`src/sv/grain_spawn_slot_scheduler_defines.svh`:
```
// Assertion macros shared by the grain spawn slot scheduler RTL
`ifndef GRAIN_SPAWN_SLOT_SCHEDULER_DEFINES_SVH
`define GRAIN_SPAWN_SLOT_SCHEDULER_DEFINES_SVH

// Condition and consequence in the same cycle
`define GSS_ASSERT_NOW(name, clk, rstn, pre, post, msg) \
    name: assert property (@(posedge clk) disable iff (!rstn) (pre) |-> (post)) \
        else $error(msg);

// Consequence in the cycle after the condition
`define GSS_ASSERT_NEXT(name, clk, rstn, pre, post, msg) \
    name: assert property (@(posedge clk) disable iff (!rstn) (pre) |=> (post)) \
        else $error(msg);

`endif

```
`src/sv/gss_pkg.sv`:
```
// Shared types and constants of the grain spawn slot scheduler
`default_nettype none

package gss_pkg;

    // Field and register widths
    localparam int OP_W       = 2;
    localparam int IDX_W      = 3;
    localparam int CFG_W      = 36;
    localparam int CHANS_W    = 7;
    localparam int MODE_W     = 2;
    localparam int SLOTS_W    = 6;
    localparam int LEN_W      = 18;
    localparam int INTERVAL_W = 36;
    localparam int TIMER_W    = 38;
    localparam int SLOT_OUT_W = 5;
    localparam int CHAN_OUT_W = 6;
    localparam int COUNT_W    = 6;

    // Operation codes
    localparam logic [OP_W-1:0] OP_TICK    = 2'd0;
    localparam logic [OP_W-1:0] OP_NOTE_ON = 2'd1;
    localparam logic [OP_W-1:0] OP_RESET   = 2'd2;

    // Routing modes (the unused code behaves as round robin)
    localparam logic [MODE_W-1:0] ROUTE_RR = 2'd0;
    localparam logic [MODE_W-1:0] ROUTE_PP = 2'd1;
    localparam logic [MODE_W-1:0] ROUTE_CO = 2'd2;

    // Register indexes
    localparam logic [IDX_W-1:0] REG_CHANNEL_COUNT  = 3'd0;
    localparam logic [IDX_W-1:0] REG_ROUTE_MODE     = 3'd1;
    localparam logic [IDX_W-1:0] REG_SLOT_COUNT     = 3'd2;
    localparam logic [IDX_W-1:0] REG_GRAIN_LENGTH   = 3'd3;
    localparam logic [IDX_W-1:0] REG_SPAWN_INTERVAL = 3'd4;

    // Register reset values
    localparam logic [CHANS_W-1:0]    RST_CHANNEL_COUNT  = 7'd2;
    localparam logic [MODE_W-1:0]     RST_ROUTE_MODE     = 2'd0;
    localparam logic [SLOTS_W-1:0]    RST_SLOT_COUNT     = 6'd8;
    localparam logic [LEN_W-1:0]      RST_GRAIN_LENGTH   = 18'd4800;
    localparam logic [INTERVAL_W-1:0] RST_SPAWN_INTERVAL = 36'd78643200;

    // Fixed-point one sample, and lower limits
    localparam logic [TIMER_W-1:0]    FRAC_ONE     = 38'd65536;
    localparam logic [INTERVAL_W-1:0] MIN_INTERVAL = 36'd65536;
    localparam logic [LEN_W-1:0]      MIN_LENGTH   = 18'd16;

    // Controller to datapath commands
    typedef struct packed {
        logic load;
        logic clear_all;
        logic timer_zero;
        logic timer_dec;
        logic scan_start;
        logic scan_search;
        logic rem_start;
        logic commit;
        logic out_load;
    } gss_cmd_t;

    // Datapath to controller status
    typedef struct packed {
        logic spawn;
        logic scan_done;
        logic rem_done;
        logic out_free;
    } gss_sts_t;

endpackage

`default_nettype wire

```
`src/sv/gss_ram.sv`:
```
// Generic simple dual-port RAM with registered read
`default_nettype none

module gss_ram #(
    parameter int WIDTH = 36,
    parameter int DEPTH = 32
) (
    input  wire logic                                   clk,
    input  wire logic                                   we,
    input  wire logic [((DEPTH > 1) ? $clog2(DEPTH) : 1)-1:0] waddr,
    input  wire logic [WIDTH-1:0]                       wdata,
    input  wire logic [((DEPTH > 1) ? $clog2(DEPTH) : 1)-1:0] raddr,
    output logic      [WIDTH-1:0]                       rdata
);

    logic [WIDTH-1:0] mem [DEPTH];

    // Write port and registered read port
    always_ff @(posedge clk)
    begin
        if (we)
        begin
            mem[waddr] <= wdata;
        end
        rdata <= mem[raddr];
    end

endmodule

`default_nettype wire

```
`src/sv/gss_ctrl.sv`:
```
// Sequencing state machine of the grain spawn slot scheduler
`default_nettype none

module gss_ctrl
    import gss_pkg::*;
(
    input  wire logic            clk,
    input  wire logic            rst_n,
    input  wire logic            in_valid,
    input  wire logic [OP_W-1:0] op,
    input  wire logic            notes_held,
    input  wire gss_sts_t        sts,
    output gss_cmd_t             cmd,
    output logic                 idle
);

    typedef enum logic [6:0] {
        S_IDLE   = 7'b0000001,
        S_TICK   = 7'b0000010,
        S_SEARCH = 7'b0000100,
        S_ROUTE  = 7'b0001000,
        S_COMMIT = 7'b0010000,
        S_AGE    = 7'b0100000,
        S_FINISH = 7'b1000000
    } state_t;

    state_t state_reg;
    state_t state_next;

    // Next state and commands
    always_comb
    begin
        state_next = state_reg;
        cmd        = '0;
        unique case (state_reg)
            S_IDLE:
            begin
                if (in_valid)
                begin
                    cmd.load = 1'b1;
                    unique case (op)
                        OP_RESET:   cmd.clear_all  = 1'b1;
                        OP_NOTE_ON: cmd.timer_zero = 1'b1;
                        OP_TICK:    cmd.timer_dec  = notes_held;
                        default:    cmd.load       = 1'b1;
                    endcase
                    if (op == OP_TICK && notes_held)
                    begin
                        state_next = S_TICK;
                    end
                    else
                    begin
                        cmd.scan_start = 1'b1;
                        state_next     = S_AGE;
                    end
                end
            end
            S_TICK:
            begin
                cmd.scan_start = 1'b1;
                if (sts.spawn)
                begin
                    cmd.scan_search = 1'b1;
                    cmd.rem_start   = 1'b1;
                    state_next      = S_SEARCH;
                end
                else
                begin
                    state_next = S_AGE;
                end
            end
            S_SEARCH:
            begin
                if (sts.scan_done)
                begin
                    state_next = S_ROUTE;
                end
            end
            S_ROUTE:
            begin
                if (sts.rem_done)
                begin
                    state_next = S_COMMIT;
                end
            end
            S_COMMIT:
            begin
                cmd.commit     = 1'b1;
                cmd.scan_start = 1'b1;
                state_next     = S_AGE;
            end
            S_AGE:
            begin
                if (sts.scan_done)
                begin
                    state_next = S_FINISH;
                end
            end
            S_FINISH:
            begin
                if (sts.out_free)
                begin
                    cmd.out_load = 1'b1;
                    state_next   = S_IDLE;
                end
            end
            default:
            begin
                state_next = S_IDLE;
            end
        endcase
    end

    // State register
    always_ff @(posedge clk or negedge rst_n)
    begin
        if (!rst_n)
        begin
            state_reg <= S_IDLE;
        end
        else
        begin
            state_reg <= state_next;
        end
    end

    assign idle = (state_reg == S_IDLE);

endmodule

`default_nettype wire

```
`src/sv/gss_datapath.sv`:
```
// Slot store, spawn timer, routing and result registers of the scheduler
`default_nettype none

`include "grain_spawn_slot_scheduler_defines.svh"

module gss_datapath
    import gss_pkg::*;
#(
    parameter int MAX_SLOTS    = 32,
    parameter int MAX_CHANNELS = 64
) (
    input  wire logic                  clk,
    input  wire logic                  rst_n,
    input  wire gss_cmd_t              cmd,
    output gss_sts_t                   sts,
    input  wire logic [OP_W-1:0]       op,
    input  wire logic                  cfg_we,
    input  wire logic [IDX_W-1:0]      cfg_index,
    input  wire logic [CFG_W-1:0]      cfg_data,
    input  wire logic                  out_stall,
    output logic                       out_valid,
    output logic                       spawned,
    output logic [SLOT_OUT_W-1:0]      slot,
    output logic [CHAN_OUT_W-1:0]      channel,
    output logic                       stolen,
    output logic [COUNT_W-1:0]         active_count
);

    localparam int SW  = (MAX_SLOTS > 1) ? $clog2(MAX_SLOTS) : 1;
    localparam int SNW = $clog2(MAX_SLOTS + 1);
    localparam int CW  = $clog2(MAX_CHANNELS);
    localparam int NW  = $clog2(MAX_CHANNELS + 1);
    localparam int RCW = (CW > 1) ? $clog2(CW) : 1;
    localparam int DW  = 2 * LEN_W;

    // Configuration registers
    logic [CHANS_W-1:0]    cfg_channels_reg;
    logic [MODE_W-1:0]     cfg_mode_reg;
    logic [SLOTS_W-1:0]    cfg_slots_reg;
    logic [LEN_W-1:0]      cfg_length_reg;
    logic [INTERVAL_W-1:0] cfg_interval_reg;

    // Slot state
    logic [MAX_SLOTS-1:0]  active_reg;
    logic [MAX_SLOTS-1:0]  active_next;
    logic [MAX_SLOTS-1:0]  used_mask;
    logic [MAX_SLOTS-1:0]  new_mask;
    logic [SNW-1:0]        ns;
    logic [SNW-1:0]        new_ns;

    // Timer and routing state
    logic signed [TIMER_W-1:0] timer_reg;
    logic [CW-1:0]             rr_reg;
    logic [CW-1:0]             co_reg;
    logic [CW-1:0]             pp_pos_reg;
    logic                      pp_up_reg;

    // Scan pipeline
    logic [SNW-1:0] issue_idx_reg;
    logic [SNW-1:0] issue_inc;
    logic           issuing_reg;
    logic           p_valid_reg;
    logic [SW-1:0]  p_idx_reg;
    logic           scan_search_reg;
    logic           do_age_reg;
    logic           found_reg;
    logic [SW-1:0]  free_idx_reg;
    logic [SW-1:0]  best_idx_reg;
    logic [LEN_W-1:0] best_age_reg;
    logic [SNW-1:0] count_reg;

    // Slot RAM ports
    logic           ram_we;
    logic [SW-1:0]  ram_waddr;
    logic [DW-1:0]  ram_wdata;
    logic [DW-1:0]  ram_rdata;
    logic [LEN_W-1:0] rd_age;
    logic [LEN_W-1:0] rd_len;
    logic           rd_active;
    logic           rd_expire;
    logic           age_expire;
    logic           age_write;

    // Remainder unit
    logic [CW-1:0]  rem_div_reg;
    logic [NW-1:0]  rem_r_reg;
    logic [RCW-1:0] rem_cnt_reg;
    logic           rem_busy_reg;
    logic           rem_done_reg;
    logic [NW:0]    rem_trial;
    logic [NW:0]    nc_ext;

    // Routing decisions
    logic [NW-1:0]  nc;
    logic [NW-1:0]  k_inc;
    logic [NW-1:0]  k_wrap;
    logic [NW-1:0]  co_mid;
    logic [NW-1:0]  co_half;
    logic [NW-1:0]  co_sel;
    logic [NW-1:0]  pp_cur;
    logic [NW-1:0]  pp_new;
    logic           pp_up_new;
    logic [NW-1:0]  route_sel;

    // Result of the item in progress
    logic           res_spawned_reg;
    logic [SW-1:0]  res_slot_reg;
    logic [CW-1:0]  res_channel_reg;
    logic           res_stolen_reg;
    logic [SW-1:0]  slot_sel;
    logic [LEN_W-1:0]      len_eff;
    logic [INTERVAL_W-1:0] iv_eff;

    // Output register
    logic                  out_valid_reg;
    logic                  out_spawned_reg;
    logic [SLOT_OUT_W-1:0] out_slot_reg;
    logic [CHAN_OUT_W-1:0] out_channel_reg;
    logic                  out_stolen_reg;
    logic [COUNT_W-1:0]    out_count_reg;

    function automatic logic [SNW-1:0] clamp_slots(input logic [SLOTS_W-1:0] v);
        logic [SNW-1:0] r;
        if (v == '0)
        begin
            r = SNW'(1);
        end
        else if (32'(v) > MAX_SLOTS)
        begin
            r = SNW'(MAX_SLOTS);
        end
        else
        begin
            r = SNW'(v);
        end
        return r;
    endfunction

    // Clamped counts and slot masks
    always_comb
    begin
        ns     = clamp_slots(cfg_slots_reg);
        new_ns = clamp_slots(cfg_data[SLOTS_W-1:0]);
        for (int i = 0; i < MAX_SLOTS; i++)
        begin
            used_mask[i] = (i < int'(ns));
            new_mask[i]  = (i < int'(new_ns));
        end
        if (cfg_channels_reg == '0)
        begin
            nc = NW'(1);
        end
        else if (32'(cfg_channels_reg) > MAX_CHANNELS)
        begin
            nc = NW'(MAX_CHANNELS);
        end
        else
        begin
            nc = NW'(cfg_channels_reg);
        end
        len_eff = (cfg_length_reg < MIN_LENGTH) ? MIN_LENGTH : cfg_length_reg;
        iv_eff  = (cfg_interval_reg < MIN_INTERVAL) ? MIN_INTERVAL : cfg_interval_reg;
    end

    // Configuration writes
    always_ff @(posedge clk or negedge rst_n)
    begin
        if (!rst_n)
        begin
            cfg_channels_reg <= RST_CHANNEL_COUNT;
            cfg_mode_reg     <= RST_ROUTE_MODE;
            cfg_slots_reg    <= RST_SLOT_COUNT;
            cfg_length_reg   <= RST_GRAIN_LENGTH;
            cfg_interval_reg <= RST_SPAWN_INTERVAL;
        end
        else if (cfg_we)
        begin
            unique case (cfg_index)
                REG_CHANNEL_COUNT:  cfg_channels_reg <= cfg_data[CHANS_W-1:0];
                REG_ROUTE_MODE:     cfg_mode_reg     <= cfg_data[MODE_W-1:0];
                REG_SLOT_COUNT:     cfg_slots_reg    <= cfg_data[SLOTS_W-1:0];
                REG_GRAIN_LENGTH:   cfg_length_reg   <= cfg_data[LEN_W-1:0];
                REG_SPAWN_INTERVAL: cfg_interval_reg <= cfg_data[INTERVAL_W-1:0];
                default:            cfg_mode_reg     <= cfg_mode_reg;
            endcase
        end
    end

    // Slot RAM: age in the upper half, latched length in the lower half
    gss_ram #(
        .WIDTH (DW),
        .DEPTH (MAX_SLOTS)
    ) u_slot_ram (
        .clk   (clk),
        .we    (ram_we),
        .waddr (ram_waddr),
        .wdata (ram_wdata),
        .raddr (issue_idx_reg[SW-1:0]),
        .rdata (ram_rdata)
    );

    // Processing stage of the scan
    assign rd_age     = ram_rdata[DW-1:LEN_W];
    assign rd_len     = ram_rdata[LEN_W-1:0];
    assign rd_active  = active_reg[p_idx_reg];
    assign rd_expire  = (rd_age >= rd_len);
    assign age_expire = p_valid_reg && !scan_search_reg && do_age_reg && rd_active && rd_expire;
    assign age_write  = p_valid_reg && !scan_search_reg && do_age_reg && rd_active && !rd_expire;
    assign slot_sel   = found_reg ? free_idx_reg : best_idx_reg;

    always_comb
    begin
        if (cmd.commit)
        begin
            ram_we    = 1'b1;
            ram_waddr = slot_sel;
            ram_wdata = {{LEN_W{1'b0}}, len_eff};
        end
        else
        begin
            ram_we    = age_write;
            ram_waddr = p_idx_reg;
            ram_wdata = {rd_age + LEN_W'(1), rd_len};
        end
    end

    // Active bits
    always_comb
    begin
        active_next = active_reg;
        if (cmd.clear_all)
        begin
            active_next = '0;
        end
        if (cfg_we && cfg_index == REG_SLOT_COUNT)
        begin
            active_next = active_reg & new_mask;
        end
        if (cmd.commit)
        begin
            active_next[slot_sel] = 1'b1;
        end
        if (age_expire)
        begin
            active_next[p_idx_reg] = 1'b0;
        end
    end

    always_ff @(posedge clk or negedge rst_n)
    begin
        if (!rst_n)
        begin
            active_reg <= '0;
        end
        else
        begin
            active_reg <= active_next;
        end
    end

    // Scan issue and processing, one slot per cycle
    assign issue_inc = issue_idx_reg + SNW'(1);

    always_ff @(posedge clk or negedge rst_n)
    begin
        if (!rst_n)
        begin
            issue_idx_reg   <= '0;
            issuing_reg     <= 1'b0;
            p_valid_reg     <= 1'b0;
            p_idx_reg       <= '0;
            scan_search_reg <= 1'b0;
            do_age_reg      <= 1'b0;
            found_reg       <= 1'b0;
            free_idx_reg    <= '0;
            best_idx_reg    <= '0;
            best_age_reg    <= '0;
            count_reg       <= '0;
        end
        else
        begin
            if (cmd.load)
            begin
                do_age_reg <= (op == OP_TICK);
            end
            if (cmd.scan_start)
            begin
                issue_idx_reg   <= '0;
                issuing_reg     <= 1'b1;
                p_valid_reg     <= 1'b0;
                scan_search_reg <= cmd.scan_search;
                if (cmd.scan_search)
                begin
                    found_reg    <= 1'b0;
                    best_idx_reg <= '0;
                    best_age_reg <= '0;
                end
                else
                begin
                    count_reg <= '0;
                end
            end
            else
            begin
                p_valid_reg <= issuing_reg;
                p_idx_reg   <= issue_idx_reg[SW-1:0];
                if (issuing_reg)
                begin
                    issue_idx_reg <= issue_inc;
                    if (issue_inc == ns)
                    begin
                        issuing_reg <= 1'b0;
                    end
                end
                if (p_valid_reg && scan_search_reg)
                begin
                    // lowest free slot, and oldest slot (first on ties)
                    if (!rd_active && !found_reg)
                    begin
                        found_reg    <= 1'b1;
                        free_idx_reg <= p_idx_reg;
                    end
                    if (rd_age > best_age_reg)
                    begin
                        best_age_reg <= rd_age;
                        best_idx_reg <= p_idx_reg;
                    end
                end
                if (p_valid_reg && !scan_search_reg && rd_active && !age_expire)
                begin
                    count_reg <= count_reg + SNW'(1);
                end
            end
        end
    end

    // Spawn timer
    always_ff @(posedge clk or negedge rst_n)
    begin
        if (!rst_n)
        begin
            timer_reg <= '0;
        end
        else if (cmd.clear_all || cmd.timer_zero)
        begin
            timer_reg <= '0;
        end
        else if (cmd.timer_dec)
        begin
            timer_reg <= timer_reg - $signed(FRAC_ONE);
        end
        else if (cmd.commit)
        begin
            timer_reg <= timer_reg + $signed({{(TIMER_W - INTERVAL_W){1'b0}}, iv_eff});
        end
    end

    // Restoring remainder of the routing position by the channel count
    assign nc_ext    = {1'b0, nc};
    assign rem_trial = {rem_r_reg, rem_div_reg[CW-1]};

    always_ff @(posedge clk or negedge rst_n)
    begin
        if (!rst_n)
        begin
            rem_div_reg  <= '0;
            rem_r_reg    <= '0;
            rem_cnt_reg  <= '0;
            rem_busy_reg <= 1'b0;
            rem_done_reg <= 1'b0;
        end
        else if (cmd.rem_start)
        begin
            rem_div_reg  <= (cfg_mode_reg == ROUTE_CO) ? co_reg : rr_reg;
            rem_r_reg    <= '0;
            rem_cnt_reg  <= '0;
            rem_busy_reg <= 1'b1;
            rem_done_reg <= 1'b0;
        end
        else if (rem_busy_reg)
        begin
            rem_div_reg <= rem_div_reg << 1;
            if (rem_trial >= nc_ext)
            begin
                rem_r_reg <= NW'(rem_trial - nc_ext);
            end
            else
            begin
                rem_r_reg <= NW'(rem_trial);
            end
            rem_cnt_reg <= rem_cnt_reg + RCW'(1);
            if (rem_cnt_reg == RCW'(CW - 1))
            begin
                rem_busy_reg <= 1'b0;
                rem_done_reg <= 1'b1;
            end
        end
    end

    // Channel choice for the three routing orders
    always_comb
    begin
        k_inc   = rem_r_reg + NW'(1);
        k_wrap  = (k_inc == nc) ? '0 : k_inc;
        co_mid  = nc >> 1;
        co_half = rem_r_reg >> 1;
        if (nc[0])
        begin
            if (rem_r_reg == '0)
            begin
                co_sel = co_mid;
            end
            else if (rem_r_reg[0])
            begin
                co_sel = co_mid - co_half - NW'(1);
            end
            else
            begin
                co_sel = co_mid + co_half;
            end
        end
        else if (!rem_r_reg[0])
        begin
            co_sel = co_mid - NW'(1) - co_half;
        end
        else
        begin
            co_sel = co_mid + co_half;
        end

        // ping pong: clamp a stale position, then bounce at either end
        pp_cur    = (NW'(pp_pos_reg) >= nc) ? nc - NW'(1) : NW'(pp_pos_reg);
        pp_new    = pp_cur;
        pp_up_new = pp_up_reg;
        if (pp_up_reg)
        begin
            if (pp_cur + NW'(1) >= nc)
            begin
                pp_up_new = 1'b0;
                if (pp_cur != '0)
                begin
                    pp_new = pp_cur - NW'(1);
                end
            end
            else
            begin
                pp_new = pp_cur + NW'(1);
            end
        end
        else if (pp_cur == '0)
        begin
            pp_up_new = 1'b1;
            pp_new    = NW'(1);
        end
        else
        begin
            pp_new = pp_cur - NW'(1);
        end

        if (nc <= NW'(1))
        begin
            route_sel = '0;
        end
        else
        begin
            case (cfg_mode_reg)
                ROUTE_PP: route_sel = pp_cur;
                ROUTE_CO: route_sel = co_sel;
                default:  route_sel = rem_r_reg;
            endcase
        end
    end

    // Routing state
    always_ff @(posedge clk or negedge rst_n)
    begin
        if (!rst_n)
        begin
            rr_reg     <= '0;
            co_reg     <= '0;
            pp_pos_reg <= '0;
            pp_up_reg  <= 1'b1;
        end
        else if (cmd.clear_all)
        begin
            rr_reg     <= '0;
            co_reg     <= '0;
            pp_pos_reg <= '0;
            pp_up_reg  <= 1'b1;
        end
        else if (cmd.commit && nc > NW'(1))
        begin
            case (cfg_mode_reg)
                ROUTE_PP:
                begin
                    pp_pos_reg <= CW'(pp_new);
                    pp_up_reg  <= pp_up_new;
                end
                ROUTE_CO: co_reg <= CW'(k_wrap);
                default:  rr_reg <= CW'(k_wrap);
            endcase
        end
    end

    // Result of the current item
    always_ff @(posedge clk or negedge rst_n)
    begin
        if (!rst_n)
        begin
            res_spawned_reg <= 1'b0;
            res_slot_reg    <= '0;
            res_channel_reg <= '0;
            res_stolen_reg  <= 1'b0;
        end
        else if (cmd.load)
        begin
            res_spawned_reg <= 1'b0;
            res_slot_reg    <= '0;
            res_channel_reg <= '0;
            res_stolen_reg  <= 1'b0;
        end
        else if (cmd.commit)
        begin
            res_spawned_reg <= 1'b1;
            res_slot_reg    <= slot_sel;
            res_channel_reg <= CW'(route_sel);
            res_stolen_reg  <= !found_reg;
        end
    end

    // Output register: holds a finished transfer while the next item runs
    always_ff @(posedge clk or negedge rst_n)
    begin
        if (!rst_n)
        begin
            out_valid_reg <= 1'b0;
        end
        else if (cmd.out_load)
        begin
            out_valid_reg <= 1'b1;
        end
        else if (!out_stall)
        begin
            out_valid_reg <= 1'b0;
        end
    end

    always_ff @(posedge clk)
    begin
        if (cmd.out_load)
        begin
            out_spawned_reg <= res_spawned_reg;
            out_slot_reg    <= SLOT_OUT_W'(res_slot_reg);
            out_channel_reg <= CHAN_OUT_W'(res_channel_reg);
            out_stolen_reg  <= res_stolen_reg;
            out_count_reg   <= COUNT_W'(count_reg);
        end
    end

    assign out_valid    = out_valid_reg;
    assign spawned      = out_spawned_reg;
    assign slot         = out_slot_reg;
    assign channel      = out_channel_reg;
    assign stolen       = out_stolen_reg;
    assign active_count = out_count_reg;

    // Status to the controller
    assign sts.spawn     = timer_reg[TIMER_W-1] || (timer_reg == '0);
    assign sts.scan_done = !issuing_reg && !p_valid_reg;
    assign sts.rem_done  = rem_done_reg;
    assign sts.out_free  = !out_valid_reg || !out_stall;

    `GSS_ASSERT_NOW(a_no_active_above_limit, clk, rst_n, 1'b1, (active_reg & ~used_mask) == '0, "active slot at or above the slot count")
    `GSS_ASSERT_NOW(a_steal_only_when_full, clk, rst_n, cmd.commit && !found_reg, (active_reg & used_mask) == used_mask, "slot stolen while a free slot exists")
    `GSS_ASSERT_NEXT(a_timer_nonneg_after_spawn, clk, rst_n, cmd.commit, !timer_reg[TIMER_W-1], "spawn timer negative after a spawn")
    `GSS_ASSERT_NOW(a_scan_start_when_idle, clk, rst_n, cmd.scan_start, !issuing_reg && !p_valid_reg, "scan started while a scan is running")

endmodule

`default_nettype wire

```
`src/sv/grain_spawn_slot_scheduler.sv`:
```
// One item is in work at a time. Its work is the slot RAM scan, one slot per cycle
// (search, then ageing), and the bit-serial remainder unit for the routing position.
// The search and the remainder unit run only for an item that spawns.
// A finished result waits in the output register while the next item is taken.
// Reset: registers to their defaults, all slots free, timer and routing cleared at once.
`default_nettype none

module grain_spawn_slot_scheduler
    import gss_pkg::*;
#(
    parameter int MAX_SLOTS    = 32,
    parameter int MAX_CHANNELS = 64
) (
    input  wire logic                  clk,
    input  wire logic                  rst_n,
    input  wire logic                  in_valid,
    output logic                       in_stall,
    input  wire logic [OP_W-1:0]       op,
    input  wire logic                  notes_held,
    output logic                       out_valid,
    input  wire logic                  out_stall,
    output logic                       spawned,
    output logic [SLOT_OUT_W-1:0]      slot,
    output logic [CHAN_OUT_W-1:0]      channel,
    output logic                       stolen,
    output logic [COUNT_W-1:0]         active_count,
    input  wire logic                  cfg_valid,
    output logic                       cfg_ready,
    input  wire logic [IDX_W-1:0]      cfg_index,
    input  wire logic [CFG_W-1:0]      cfg_data
);

    gss_cmd_t cmd;
    gss_sts_t sts;
    logic     ctrl_idle;
    logic     cfg_we;

    // Items and register transfers are taken only between items
    assign in_stall  = !ctrl_idle;
    assign cfg_ready = ctrl_idle;
    assign cfg_we    = cfg_valid && cfg_ready;

    gss_ctrl u_ctrl (
        .clk        (clk),
        .rst_n      (rst_n),
        .in_valid   (in_valid),
        .op         (op),
        .notes_held (notes_held),
        .sts        (sts),
        .cmd        (cmd),
        .idle       (ctrl_idle)
    );

    gss_datapath #(
        .MAX_SLOTS    (MAX_SLOTS),
        .MAX_CHANNELS (MAX_CHANNELS)
    ) u_datapath (
        .clk          (clk),
        .rst_n        (rst_n),
        .cmd          (cmd),
        .sts          (sts),
        .op           (op),
        .cfg_we       (cfg_we),
        .cfg_index    (cfg_index),
        .cfg_data     (cfg_data),
        .out_stall    (out_stall),
        .out_valid    (out_valid),
        .spawned      (spawned),
        .slot         (slot),
        .channel      (channel),
        .stolen       (stolen),
        .active_count (active_count)
    );

endmodule

`default_nettype wire
```
`config.mk`:
```
export PLATFORM = sky130hd
export DESIGN_NAME = grain_spawn_slot_scheduler
export DESIGN_NICKNAME = d
export VERILOG_FILES = /design/src/sv/gss_pkg.sv /design/src/sv/gss_ram.sv /design/src/sv/gss_ctrl.sv /design/src/sv/gss_datapath.sv /design/src/sv/grain_spawn_slot_scheduler.sv
export VERILOG_INCLUDE_DIRS = /design/src /design/src/sv
export SDC_FILE = /design/constraint.sdc
export NUM_CORES = 2
export LEC_CHECK = 0
export BUFFER_PORTS_ARGS = -buffer_cell sky130_fd_sc_hd__buf_4
export CAP_MARGIN = 5
export CORE_MARGIN = 3
export CORE_UTILIZATION = 35
export CTS_CLUSTER_DIAMETER = 50
export DETAILED_ROUTE_END_ITERATION = 10
export GPL_TIMING_DRIVEN = 1
export PLACE_DENSITY = 0.52
export SETUP_SLACK_MARGIN = 0.4
export SYNTH_ARGS = -nofsm -noshare
export SYNTH_HDL_FRONTEND = slang
export SYNTH_SLANG_ARGS = --single-unit
```
`constraint.sdc`:
```
create_clock -name clk -period 5.5 [get_ports clk]
set_input_delay 0.275 -clock clk [delete_from_list [all_inputs] [get_ports clk]]
set_output_delay 0.275 -clock clk [all_outputs]
set_load 0.05 [all_outputs]
```
==> impl_metrics.toml <==
[route]
routed_via_density = 5.38
wl_mm = 171
firstDrtPassIters = 5
drtIter0Drc = 3255
ant_nets = 0
via_count = 37346
drc = 0
wire_per_inst_um = 24.6

[logic_synthesis]
synth_xor_xnor_area_share_pct = 1.20
synth_flop_cell = "edfxtp_1"
synth_top_family_by_area = "multiplexers"
syn_nets = 4405
ys_warn_count = 0
syn-cell-area_sq_mm = 0.0625
async_flop_share_pct = 17.0
synth_cell_type_count = 78
synth_fa_ha_area_share_pct = 2.49
synth_compound_area_share_pct = 8.60
synthTopCellsByArea = "edfxtp_1, dfrtp_1, mux4_2"
synthMuxAreaShare_pct = 12.4
synth_top_area_share_pct = 56.2
synth_edf_count = 1171
synth.largest_area_cell = "edfxtp_1"
seq_area_frac_synth_pct = 67.3
synth-simple-area-share_pct = 5.99
syn-instance-count = 4236
avgSynthCellArea_sq_um = 14.8
ys_seq_elements = 1454

[placement]
io_buffers = 68
dpl.hpwl_mm = 106
place_congestion = 0.847
dpl-instance-area_sq_mm = 0.0669
pre_cts_ws_ns = 0.375

[grt]
grt_max_degree = 118
overflow = 0
grt_pass1_wl_mm = 255
grt_usage_pct = 18.3
antenna_found_initial = 4
grt_pass1_vias = 37626

[critical_path]
crit_chain = "or4_4 -> o21ba_4 -> nor2_4 -> ha_1 -> nand2b_1 -> a21o_1 -> a21oi_1 -> o22a_2 -> mux2i_4 -> inv_4 -> buf_12 -> o2111ai_2 -> xnor2_2 -> ha_1 -> a211o_1 -> nor2_1 -> a211o_1 -> and2_4 -> or4_1 -> a211o_1 -> a31oi_1"
crit_start = "u_datapath.cfg_channels_reg[2]"
required_ns = 6.17
crit_slowest_cell = "or4_4"
r2r_end = "u_datapath.pp_pos_reg[3]"
reg2reg_depth = 21
cp-endpoint = "u_datapath.pp_pos_reg[3]"
worstSetupPathType = "reg -> reg"
path_buf_inv = 2
end_kind = "flop"
cpPeakStageDelay_ns = 0.54
worstSetupStartpointType = "flop"
crit_family = "compound AO/OA/AOI/OAI gates"
r2r_start = "u_datapath.cfg_channels_reg[2]"
crit_top_cell = "a211o_1"
cp.depth = 21
crit_fanout = 5
rrSetupSlack_ns = 0.66
crit_arrival_ns = 5.50

[sta]
slew_viol_final = 0
tightest_slew_ns = 1.25
slew_headroom_pct = 14.3
finalHoldViolCount = 0
finClkSkew_ns = 0.0611
holdWs_ns = 0.0726
period_share_pct = 87.9
tns_ns = 0
rsz0062_at_grt = "no"
layout_min_cycle_time_ns = 4.84
max_freq_ghz = 0.207
setup_ws_ns = 0.664
setup_viol = 0

[die]
boundaryPins = 69
fp.dieW_um = 429
initial_core_util_pct = 35.4
die-area_sq_mm = 0.184
row_count = 154
core_sq_mm = 0.177
die-height_um = 429

[pwr]
p_clk_share_pct = 27.1
pwr-share-seq_pct = 37.8
powerDensity_mw_per_mm2 = 550
p_comb_share_pct = 35.0
ir_worst_vdd_mv = 0.348
p_leak_nw = 25.9
power.share.switching_pct = 35.5
switching_power_w = 0.0143
p_int_w = 0.0259
power.total_w = 0.0402

[finish]
final_cell_area_sq_mm = 0.0730
largest_reg_flops = 1152
n_fill_cell = 16193
fin_nets = 4638
synthToLayoutAreaGrowth_pct = 16.8
drive_gt1_share_pct = 19.1

[clock_tree]
cts_made_buffers = 165
clk_pin_slew_ns = 0.05
clockBufferDepth = 3
cts_root_buffer = "clkbuf_16"
cts.sinks = 1454
tritoncts = "yes"
htree_num_levels = 4
clock_latency_ns = 0.81

[worst_hold_path]
hp-class = "in -> async"

[outcome]
status = "finished, final reports clean"

[run]
maxCapViolCount = 0
final cells by class:
| cell class | instances | area, sq um | share of cell area [%] |
|---|---|---|---|
| inverters | 122 | 460 | 0.631 |
| repair buffers | 282 | 2480 | 3.39 |
| clock buffers | 219 | 4430 | 6.07 |
| diodes | 1 | 2.50 | 0.00343 |
| flip-flops and latches | 1454 | 42100 | 57.7 |
| well taps | 2340 | 2930 | 4.01 |
| clock inverters | 82 | 978 | 1.34 |
| multi-input cells | 2444 | 19600 | 26.9 |
routing by layer:
layer | vias to the layer above | global-route usage, % | wire, um
met1 | 19234 | 26.1 | 79200
met4 | 0 | 4.52 | 3540
met2 | 961 | 29.3 | 80000
met3 | 228 | 3.03 | 8460
met5 | - | 0 | 0
li1 | 16923 | - | -
synth_stat cells (all sizes together) (35+ instances only):
cell / instances
nor2: 164
o22ai: 42
o221ai: 119
a21oi: 225
mux2: 143
dfrtp: 235
xnor2: 59
nor2b: 35
o21ai: 236
mux4: 152
edfxtp: 1171
a31oi: 48
dfxtp: 36
nor3: 55
nand2: 374
mux2i: 270
buf: 59
ha: 118
clkbuf: 157
inv: 122
nand3: 50
how the worst min path moves through the flow:
stage | startpoint | to | slack [ns] | cells after the start
final | rst_n | u_datapath.count_reg[0] | 0.07 | 2
after detailed placement | rst_n | u_datapath.count_reg[0] | 0.32 | 1
after floorplan | rst_n | u_ctrl.state_reg[1] | -0.02 | 0
after global placement | rst_n | u_datapath.count_reg[3] | 0.32 | 1
after CTS | cfg_index[1] | u_datapath.cfg_mode_reg[0] | 0.05 | 5
after global routing | cfg_index[1] | u_datapath.cfg_mode_reg[0] | 0.09 | 4
cell usage in the layout, fill, tap and decap left out, types with 15 or more instances in the layout:
cell type      synthesis  final
a211oi_1              18     18
a21o_1                29     29
a21oi_1              224    220
a22oi_1               18     18
a31oi_1               48     47
a32oi_1               15     15
and3_1                15     15
buf_12                 0     18
buf_4                  0    214
clkbuf_1             157     46
clkbuf_16              0    167
clkinv_1               0     22
clkinv_2               0     21
dfrtp_1              235    230
dfxtp_1               36     36
dlygate4sd3_1          0     47
edfxtp_1            1171   1171
ha_1                 118    117
inv_1                122    121
mux2_2               143    141
mux2i_1              270    268
mux4_2               152    152
nand2_1              373    372
nand2b_1              24     23
nand3_1               50     49
nor2_1               163    130
nor2_4                 1     27
nor2b_1               35     35
nor3_1                54     46
nor4_1                20     19
o211ai_1              21     21
o21ai_0              234    218
o221ai_1             119    118
o22ai_1               42     42
xnor2_1               59     57
xor2_1                27     27
through the flow:
stage / std cells / util, %
6_report: 6944 / 41.3
2_1_floorplan: 4236 / -
3_5_place_dp: 6580 / 37.8
4_1_cts: 6928 / 41.2
3_3_place_gp: 6580 / 37.8
5_1_grt: 6944 / 41.3
power by group through the flow:
stage | logic [W] | clock network, W | registers (W)
after detailed placement | 0.0138 | 0 | 0.0154
after CTS | 0.0138 | 0.0112 | 0.0152
final | 0.0141 | 0.0109 | 0.0152
after floorplan | 0.00949 | 0 | 0.0148
after global routing | 0.0154 | 0.0116 | 0.0153
after global placement | 0.0137 | 0 | 0.0154
cell families after synthesis:
kind of cell / after synthesis
AOI/OAI and AO/OA: 850
xor gates and xnor gates: 86
adders and majority gates: 122
buffers and inverters: 338
DFF: 1454
muxes: 565
and+or+nand+nor: 821
what timing repair did:
action                                  in CTS  in global routing
resized for setup                            1                 13
endpoints found under the setup margin       1                  5
hold buffers                                47                  0
setup buffers                                0                 14
hold endpoints to repair                   157                  0
pin swaps                                    0                  5
No activity file was read; power rests on OpenSTA's default activity.
